## config.mk

```make
export PLATFORM = sky130hd
export DESIGN_NAME = chained_hash_table_top_flat
export DESIGN_NICKNAME = d
export VERILOG_FILES = /design/src/rtl/core/cht_pkg.sv /design/src/rtl/core/cht_if.sv /design/src/rtl/core/cht_node_ram.sv /design/src/rtl/core/cht_ctrl.sv /design/src/rtl/core/chained_hash_table_top.sv /design/src/flat_wrapper.sv
export SDC_FILE = /design/constraint.sdc
export NUM_CORES = 2
export LEC_CHECK = 0
export ABC_AREA = 1
export BUFFER_PORTS_ARGS = -buffer_cell sky130_fd_sc_hd__clkbuf_2
export CAP_MARGIN = 25
export CELL_PAD_IN_SITES_DETAIL_PLACEMENT = 1
export CELL_PAD_IN_SITES_GLOBAL_PLACEMENT = 2
export CORE_MARGIN = 1.5
export CORE_UTILIZATION = 44
export CTS_BUF_LIST = sky130_fd_sc_hd__clkbuf_16
export CTS_CLUSTER_SIZE = 8
export DETAILED_ROUTE_END_ITERATION = 16
export PLACE_DENSITY_LB_ADDON = 0.2
export SYNTH_ARGS = -nofsm -noshare
export SYNTH_HDL_FRONTEND = slang
export SYNTH_HIERARCHICAL = 1
export SYNTH_SLANG_ARGS = --single-unit
```

## constraint.sdc

```tcl
create_clock -name clk -period 7.24 [get_ports clk]
set_input_delay 1.448 -clock clk [delete_from_list [all_inputs] [get_ports clk]]
set_output_delay 1.448 -clock clk [all_outputs]
set_load 0.005 [all_outputs]
```

## src/rtl/core/cht_pkg.sv

```systemverilog
`default_nettype none
package cht_pkg;

  // table geometry; BUCKETS must be a power of two so the hash is a mask
  localparam int BUCKETS    = 16;
  localparam int POOL_NODES = 64;

  localparam int KEY_W    = 32;
  localparam int CMD_W    = 2;
  localparam int STATUS_W = 3;
  localparam int BUCKET_W = 4;

  localparam int BKT_W = $clog2(BUCKETS);
  localparam int IDX_W = $clog2(POOL_NODES);
  localparam int PTR_W = $clog2(POOL_NODES + 1);

  // null link is the pool size itself
  localparam logic [PTR_W-1:0] NIL_PTR = PTR_W'(POOL_NODES);

  typedef logic [KEY_W-1:0] key_t;
  typedef logic [PTR_W-1:0] ptr_t;
  typedef logic [IDX_W-1:0] idx_t;
  typedef logic [BKT_W-1:0] bkt_t;

  typedef enum logic [CMD_W-1:0] {
    CMD_INSERT = 2'd0,
    CMD_SEARCH = 2'd1,
    CMD_DELETE = 2'd2
  } cmd_t;

  typedef enum logic [STATUS_W-1:0] {
    ST_INSERTED  = 3'd0,
    ST_FOUND     = 3'd1,
    ST_DELETED   = 3'd2,
    ST_NOT_FOUND = 3'd3,
    ST_FULL      = 3'd4
  } status_t;

  // node pool write port
  typedef struct packed {
    logic we_key;
    logic we_link;
    idx_t addr;
    key_t key;
    ptr_t link;
  } mem_wr_t;

  function automatic logic ptr_valid(input ptr_t p);
    return p < NIL_PTR;
  endfunction

endpackage
`default_nettype wire

```

## src/rtl/core/cht_if.sv

```systemverilog
`default_nettype none
interface cht_in_if import cht_pkg::*; ();
  logic                valid;
  logic                ready;
  logic [CMD_W-1:0]    cmd;
  logic [KEY_W-1:0]    key;

  modport source (output valid, output cmd, output key, input ready);
  modport sink   (input valid, input cmd, input key, output ready);
endinterface

interface cht_out_if import cht_pkg::*; ();
  logic                valid;
  logic                ready;
  logic [STATUS_W-1:0] status;
  logic [BUCKET_W-1:0] bucket;

  modport source (output valid, output status, output bucket, input ready);
  modport sink   (input valid, input status, input bucket, output ready);
endinterface
`default_nettype wire

```

## src/rtl/core/cht_node_ram.sv

```systemverilog
`default_nettype none
module cht_node_ram import cht_pkg::*; (
  input  wire logic    clk,
  input  wire mem_wr_t wr,
  input  wire idx_t    rd_addr,
  output key_t         rd_key,
  output ptr_t         rd_link
);

  key_t key_mem  [POOL_NODES];
  ptr_t link_mem [POOL_NODES];

  // key and link arrays share one address, separate enables
  always_ff @(posedge clk) begin
    if (wr.we_key) begin
      key_mem[wr.addr] <= wr.key;
    end
    if (wr.we_link) begin
      link_mem[wr.addr] <= wr.link;
    end
  end

  // registered read
  always_ff @(posedge clk) begin
    rd_key  <= key_mem[rd_addr];
    rd_link <= link_mem[rd_addr];
  end

endmodule
`default_nettype wire

```

## src/rtl/core/cht_ctrl.sv

```systemverilog
`default_nettype none
module cht_ctrl import cht_pkg::*; (
  input  wire logic  clk,
  input  wire logic  rst_n,
  cht_in_if.sink     in_if,
  cht_out_if.source  out_if,
  output mem_wr_t    mem_wr,
  output idx_t       rd_addr,
  input  wire key_t  rd_key,
  input  wire ptr_t  rd_link
);

  typedef enum logic [5:0] {
    S_IDLE  = 6'b000001,
    S_START = 6'b000010,
    S_ALLOC = 6'b000100,
    S_CMP   = 6'b001000,
    S_FREE  = 6'b010000,
    S_DONE  = 6'b100000
  } state_t;

  state_t  state_r, state_nxt;
  cmd_t    cmd_r;
  key_t    key_r;
  bkt_t    bkt_r;
  ptr_t    cur_r, cur_nxt;
  ptr_t    prev_r, prev_nxt;
  ptr_t    free_head_r, free_head_nxt;
  ptr_t    nuc_r, nuc_nxt;
  status_t st_r, st_nxt;
  ptr_t    heads_r [BUCKETS];
  logic    heads_we;
  ptr_t    heads_val;

  logic    out_valid_r;
  status_t out_status_r;
  bkt_t    out_bkt_r;
  logic    out_free;
  logic    accept;
  logic    key_hit;
  ptr_t    head_cur;

  assign accept      = in_if.valid && in_if.ready;
  assign in_if.ready = (state_r == S_IDLE);
  assign out_free    = !out_valid_r || out_if.ready;
  assign head_cur    = heads_r[bkt_r];
  // the shared comparator of the chain walk
  assign key_hit     = (rd_key == key_r);

  // sequencer
  always_comb begin
    state_nxt     = state_r;
    cur_nxt       = cur_r;
    prev_nxt      = prev_r;
    free_head_nxt = free_head_r;
    nuc_nxt       = nuc_r;
    st_nxt        = st_r;
    heads_we      = 1'b0;
    heads_val     = head_cur;
    rd_addr       = cur_r[IDX_W-1:0];
    mem_wr        = '{we_key: 1'b0, we_link: 1'b0, addr: cur_r[IDX_W-1:0],
                      key: key_r, link: head_cur};
    unique case (state_r)
      S_IDLE: begin
        if (accept) begin
          state_nxt = S_START;
        end
      end
      S_START: begin
        state_nxt = S_DONE;
        st_nxt    = ST_NOT_FOUND;
        prev_nxt  = NIL_PTR;
        cur_nxt   = head_cur;
        unique case (cmd_r)
          CMD_INSERT: begin
            if (ptr_valid(free_head_r)) begin
              // fetch the free node's link first
              rd_addr   = free_head_r[IDX_W-1:0];
              state_nxt = S_ALLOC;
            end else if (nuc_r < NIL_PTR) begin
              mem_wr.we_key  = 1'b1;
              mem_wr.we_link = 1'b1;
              mem_wr.addr    = nuc_r[IDX_W-1:0];
              heads_we       = 1'b1;
              heads_val      = nuc_r;
              nuc_nxt        = nuc_r + PTR_W'(1);
              st_nxt         = ST_INSERTED;
            end else begin
              st_nxt = ST_FULL;
            end
          end
          CMD_SEARCH, CMD_DELETE: begin
            if (ptr_valid(head_cur)) begin
              rd_addr   = head_cur[IDX_W-1:0];
              state_nxt = S_CMP;
            end
          end
          default: begin
            st_nxt = ST_NOT_FOUND;
          end
        endcase
      end
      S_ALLOC: begin
        // pop the free list and link the node at the chain head
        mem_wr.we_key  = 1'b1;
        mem_wr.we_link = 1'b1;
        mem_wr.addr    = free_head_r[IDX_W-1:0];
        heads_we       = 1'b1;
        heads_val      = free_head_r;
        free_head_nxt  = rd_link;
        st_nxt         = ST_INSERTED;
        state_nxt      = S_DONE;
      end
      S_CMP: begin
        if (key_hit) begin
          if (cmd_r == CMD_SEARCH) begin
            st_nxt    = ST_FOUND;
            state_nxt = S_DONE;
          end else begin
            // unlink from predecessor or chain head
            if (ptr_valid(prev_r)) begin
              mem_wr.we_link = 1'b1;
              mem_wr.addr    = prev_r[IDX_W-1:0];
              mem_wr.link    = rd_link;
            end else begin
              heads_we  = 1'b1;
              heads_val = rd_link;
            end
            state_nxt = S_FREE;
          end
        end else begin
          prev_nxt = cur_r;
          cur_nxt  = rd_link;
          rd_addr  = rd_link[IDX_W-1:0];
          if (!ptr_valid(rd_link)) begin
            st_nxt    = ST_NOT_FOUND;
            state_nxt = S_DONE;
          end
        end
      end
      S_FREE: begin
        // push the removed node onto the free list
        mem_wr.we_link = 1'b1;
        mem_wr.addr    = cur_r[IDX_W-1:0];
        mem_wr.link    = free_head_r;
        free_head_nxt  = cur_r;
        st_nxt         = ST_DELETED;
        state_nxt      = S_DONE;
      end
      S_DONE: begin
        if (out_free) begin
          state_nxt = S_IDLE;
        end
      end
      default: begin
        state_nxt = S_IDLE;
      end
    endcase
  end

  // control state
  always_ff @(posedge clk) begin
    if (!rst_n) begin
      state_r     <= S_IDLE;
      free_head_r <= NIL_PTR;
      nuc_r       <= '0;
    end else begin
      state_r     <= state_nxt;
      free_head_r <= free_head_nxt;
      nuc_r       <= nuc_nxt;
    end
  end

  // chain heads
  always_ff @(posedge clk) begin
    if (!rst_n) begin
      for (int i = 0; i < BUCKETS; i++) begin
        heads_r[i] <= NIL_PTR;
      end
    end else if (heads_we) begin
      heads_r[bkt_r] <= heads_val;
    end
  end

  // command beat and walk pointers
  always_ff @(posedge clk) begin
    if (accept) begin
      cmd_r <= cmd_t'(in_if.cmd);
      key_r <= in_if.key;
      bkt_r <= in_if.key[BKT_W-1:0];
    end
    cur_r  <= cur_nxt;
    prev_r <= prev_nxt;
    st_r   <= st_nxt;
  end

  // result register
  always_ff @(posedge clk) begin
    if (!rst_n) begin
      out_valid_r <= 1'b0;
    end else if (state_r == S_DONE && out_free) begin
      out_valid_r <= 1'b1;
    end else if (out_if.ready) begin
      out_valid_r <= 1'b0;
    end
  end

  always_ff @(posedge clk) begin
    if (state_r == S_DONE && out_free) begin
      out_status_r <= st_r;
      out_bkt_r    <= bkt_r;
    end
  end

  assign out_if.valid  = out_valid_r;
  assign out_if.status = out_status_r;
  assign out_if.bucket = BUCKET_W'(out_bkt_r);

`ifndef SYNTHESIS
  a_free_head_range: assert property (@(posedge clk) disable iff (!rst_n)
    free_head_r <= NIL_PTR) else $error("free list head out of range");
  a_nuc_range: assert property (@(posedge clk) disable iff (!rst_n)
    nuc_r <= NIL_PTR) else $error("pool fill count out of range");
  a_accept_start: assert property (@(posedge clk) disable iff (!rst_n)
    accept |=> state_r == S_START) else $error("accepted beat not started");
  a_done_loads: assert property (@(posedge clk) disable iff (!rst_n)
    (state_r == S_DONE && out_free) |=> out_valid_r && state_r == S_IDLE)
    else $error("result not loaded on completion");
`endif

endmodule
`default_nettype wire

```

## src/rtl/core/chained_hash_table_top.sv

```systemverilog
`default_nettype none
// chained hash table with separate chaining over a fixed node pool
// in_if carries a command beat (cmd: insert, search, delete; key: 32 bits),
// out_if returns one result beat per command (status, bucket = key mod 16).
// both channels use valid/ready; a beat moves when both are high.
// one command is in flight at a time; in_if.ready is high only when idle.
// steps from acceptance to out_if.valid, each ending in the done step:
//   insert from never-used slots, pool full or unused command: start
//   insert reusing a freed node: start, alloc (reads the free link)
//   search or delete: start, then a compare step for each chain node
//   visited, then a free step for a delete that unlinks a node
// in_if.ready returns together with out_if.valid, so the next command is
// accepted no earlier than the previous result is offered.
// the chain walk is bound by the single registered read port of the node
// memory and the one key comparator, one node per cycle.
// a result waits in an output register; a stalled receiver holds the
// block in its final step, so no beat is lost or repeated.
// synchronous reset empties every chain, the free list and the pool fill
// count at once; node memory needs no clearing.
module chained_hash_table_top import cht_pkg::*; (
  input  wire logic clk,
  input  wire logic rst_n,
  cht_in_if.sink    in_if,
  cht_out_if.source out_if
);

  mem_wr_t mem_wr;
  idx_t    rd_addr;
  key_t    rd_key;
  ptr_t    rd_link;

  // sequencer and chain heads
  cht_ctrl u_ctrl (
    .clk     (clk),
    .rst_n   (rst_n),
    .in_if   (in_if),
    .out_if  (out_if),
    .mem_wr  (mem_wr),
    .rd_addr (rd_addr),
    .rd_key  (rd_key),
    .rd_link (rd_link)
  );

  // node pool keys and links
  cht_node_ram u_ram (
    .clk     (clk),
    .wr      (mem_wr),
    .rd_addr (rd_addr),
    .rd_key  (rd_key),
    .rd_link (rd_link)
  );

endmodule
`default_nettype wire

```

## src/flat_wrapper.sv

```systemverilog
// flat-port wrapper written by rule: the top's interface ports become plain ports
module chained_hash_table_top_flat import cht_pkg::*;
  (clk, rst_n, in_if_valid, in_if_cmd, in_if_key, in_if_ready, out_if_valid, out_if_status, out_if_bucket, out_if_ready);
  cht_in_if in_if_i ();
  cht_out_if out_if_i ();
  input  wire logic clk;
  input  wire logic rst_n;
  input wire logic [$bits(in_if_i.valid)-1:0] in_if_valid;
  input wire logic [$bits(in_if_i.cmd)-1:0] in_if_cmd;
  input wire logic [$bits(in_if_i.key)-1:0] in_if_key;
  output wire logic [$bits(in_if_i.ready)-1:0] in_if_ready;
  output wire logic [$bits(out_if_i.valid)-1:0] out_if_valid;
  output wire logic [$bits(out_if_i.status)-1:0] out_if_status;
  output wire logic [$bits(out_if_i.bucket)-1:0] out_if_bucket;
  input wire logic [$bits(out_if_i.ready)-1:0] out_if_ready;
  assign in_if_i.valid = in_if_valid;
  assign in_if_i.cmd = in_if_cmd;
  assign in_if_i.key = in_if_key;
  assign in_if_ready = in_if_i.ready;
  assign out_if_valid = out_if_i.valid;
  assign out_if_status = out_if_i.status;
  assign out_if_bucket = out_if_i.bucket;
  assign out_if_i.ready = out_if_ready;
  chained_hash_table_top u_core (.clk(clk), .rst_n(rst_n), .in_if(in_if_i), .out_if(out_if_i));
endmodule
```

==> results.yml <==
status:
  status: "finished clean"
route:
  route.vias.total: 76800
  drtPass1Iterations: 7
  antenna_left: 0
  viasPerCell: 5.82
  wl_per_cell_um: 28.4
  drc: 0
  drt_wl_total_um: 375000
  drt_iter0_markers: 7143
logic_synthesis:
  ys_warn_count: 6
  ys.flop_type: "edfxtp_1"
  synth_xor_area_share_pct: 0.102
  async_reset_ff_share_pct: 0
  synth_mux_area_share_pct: 0
  synth.distinct_cells: 46
  syn_area_per_cell_um2: 11.7
  synth_compound_area_share_pct: 0.848
  ys_ff_latch: 2730
  synth_top_family_by_area: "simple AND/OR/NAND/NOR gates"
  yosys.area_share.simple_pct: 22.8
  synth_cells: 9552
  synth_nets: 9594
  ys_seq_area_share_pct: 72.6
  synth_fa_ha_area_share_pct: 0.0447
  synth_edf_count: 2666
  synth_area_um2: 112000
die:
  num_io_pins: 47
  die_x_um: 508
  die_y_um: 508
  core-area_um2: 254000
  row_count: 185
  die_area_um2: 258000
  initial_utilization_pct: 44.2
pwr:
  switching_share_pct: 24.6
  power_frac_seq_pct: 48.3
  power.leakage_nw: 45.8
  ir_drop_v: 0.000238
  combPwrFrac_pct: 8.6
  powerDensity_nw_per_um2: 291
  p_int_mw: 28.0
  total_power_mw: 37.1
  p_clk_share_pct: 43.1
  net-switching-power_mw: 9.13
worst_setup_path:
  reg2reg_from: "u_core/u_ctrl/key_r[16]"
  path_buf_inv: 3
  path_cells: "inv_1 > nand2_1 > nand2_1 > nor2_1 > nand2_1 > nor2_1 > nand2_1 > nor2_2 > nand2_2 > a21oi_1 > o21ai_0 > nand4_1 > inv_1 > nor3_1 > nand2_1 > nor2_4 > buf_4"
  worstSetupStartpointType: "register"
  worstPathMaxFanout: 20
  end_kind: "register"
  crit_family: "simple AND/OR/NAND/NOR gates"
  cp.required_ns: 7.79
  crit_start: "u_core/u_ctrl/key_r[16]"
  crit_top_cell: "nand2_1"
  cp.arrival_ns: 6.96
  critical_path_class: "register to register"
  critPathMaxStageDelay_ns: 1.02
  crit_slowest_cell: "edfxtp_1"
clocking:
  cts.sinks: 2730
  clkLatencyLatePin_ns: 0.92
  cts_setup_buffers: 0
  cts_buffer_depth: 4
  clk_pin_slew_ns: 0.05
  cts-htree-levels: 5
  cts_hold_buf: 0
  ctsResizeCount: 0
  cts_root_buffer: "clkbuf_16"
  numCtsBuffers: 384
  cts_tree: "yes"
timing:
  whs_ns: 0.496
  fin_crit_ns: 6.42
  max_freq_ghz: 0.156
  setup_viol: 0
  slew_headroom_pct: 27.6
  finalMaxSlewViolations: 0
  finalHoldViolCount: 0
  layout_setup_ws_ns: 0.824
  worst_slew_pin_slew_ns: 1.08
  rsz0062_at_grt: "false"
  post-route-period-util_pct: 88.6
  setup_tns_ns: 0
  skew_ns: 0.0613
placement:
  dp_hpwl_um: 206000
  dp_slack_ns: 1.11
  port_buffers: 46
  place_area_um2: 117000
  place_congestion: 0.859
  dp_cells: 12700
global_routing:
  grt_max_degree: 146
  antenna_found_initial: 8
  grt_overflow_total: 0
  first_global_vias: 80000
  grt_pass1_wl_um: 547000
  grt_usage_pct: 28.9
cells_and_area:
  register_area_um2: 81300
  final_common_cell: "nand2_1"
  layout_common_cells: "nand2_1 (3056), edfxtp_1 (2666), nand3_1 (2345), clkbuf_16 (388)"
  stdcell_count: 13200
  final_nets: 9731
  area_growth_pct: 13.8
  multi_input_area_um2: 27100
  layout-drive-gt1-share_pct: 9.11
  num-fill-cells: 26100
  fin_util_pct: 50.3
  fin_area_um2: 128000
min_path:
  holdCritPathClass: "register to register"
  min_from: "u_core/u_ctrl/free_head_r[2]"
run:
  cap_violations: 0
-- path summary, 6_finish.rpt --
| path | end | slack, ns | cells past startpoint |
|---|---|---|---|
| worst max-delay path | u_core/u_ram/key_mem[22][26] | 0.82 | 17 |
| worst min-delay path | u_core/u_ctrl/free_head_r[2] | 0.50 | 2 |
| worst max register to register | u_core/u_ram/key_mem[22][26] | 0.82 | 17 |
| worst min register to register | u_core/u_ctrl/free_head_r[2] | 0.50 | 2 |
-- flip-flops by register name, indices dropped and copies added, names as in the netlist, named ones only --
name                         flops
u_core/u_ctrl/cmd_r              2
u_core/u_ctrl/cur_r              7
u_core/u_ctrl/free_head_r        7
u_core/u_ctrl/heads_r          112
u_core/u_ctrl/key_r             32
u_core/u_ctrl/nuc_r              7
u_core/u_ctrl/out_if.bucket      4
u_core/u_ctrl/out_if.status      3
u_core/u_ctrl/out_if.valid       1
u_core/u_ctrl/prev_r             7
u_core/u_ctrl/st_r               3
u_core/u_ctrl/state_r            6
u_core/u_ram/key_mem          2048
u_core/u_ram/link_mem          448
u_core/u_ram/rd_key             32
u_core/u_ram/rd_link             7
-- power groups by stage --
| stage | combinational, mW | sequential, mW | clock (mW) |
|---|---|---|---|
| after global routing | 3.44 | 17.9 | 16.8 |
| after CTS | 3.20 | 17.9 | 16.3 |
| after floorplan | 1.76 | 18.3 | 0 |
| after global placement | 3.12 | 18.2 | 0 |
| after detailed placement | 3.18 | 18.2 | 0 |
| final | 3.19 | 17.9 | 16.0 |
-- cells in the mapped netlist (5+ instances only) --
master	count	share of area, %
o211ai_1	38	0.25
nand3_1	2351	11
nand4_4	12	0.23
o22ai_1	12	0.067
nor3_1	121	0.54
nand4_1	18	0.10
nand2_1	3056	10
xor2_1	5	0.039
buf_1	61	0.20
buf_2	314	1.4
edfxtp_1	2666	71
nor4_1	5	0.028
inv_1	137	0.46
buf_4	49	0.33
buf_6	62	0.62
nor2_4	7	0.070
nor2_1	278	0.93
o21ai_0	70	0.31
clkinv_1	7	0.023
inv_2	16	0.054
dfxtp_1	64	1.1
a21oi_1	30	0.13
xnor2_1	8	0.063
clkbuf_1	120	0.40
-- cell families after synthesis --
family | Yosys count
AO/OA/AOI/OAI | 162
XOR/XNOR | 13
adder cells (fa/ha/maj) | 4
buffers and inverters | 774
flip-flops | 2730
AND/OR/NAND/NOR | 5869
-- worst register-to-register path, cell delays in order, from the launching register on --
cell and delay, ns:
edfxtp_1 1.02, inv_1 0.13, nand2_1 0.12, nand2_1 0.15, nor2_1 0.16, nand2_1 0.09, nor2_1 0.39, nand2_1 0.12
nor2_2 0.24, nand2_2 0.30, a21oi_1 0.20, o21ai_0 0.09, nand4_1 0.21, inv_1 0.15, nor3_1 0.85, nand2_1 0.49
nor2_4 0.90, buf_4 0.45
-- cell type report --
| type | instances | share of cell area, % |
|---|---|---|
| antenna | 3 | 0.00589 |
| tap | 3366 | 3.30 |
| timing repair buffer | 364 | 2.91 |
| clock inverter | 151 | 0.642 |
| clock buffer | 388 | 7.61 |
| inverter | 161 | 0.507 |
| sequential | 2730 | 63.8 |
| multi-input combinational | 6048 | 21.2 |
-- metal layers --
layer  track usage [%]  share of wire [%]  vias up
li1                  -                  -    34000
met5                 0              0.014        -
met1              37.8                 41    39900
met3              3.43                5.1      653
met4              11.7                4.4        8
met2              49.1                 49     2300
Power figures use the tool's default switching activity.
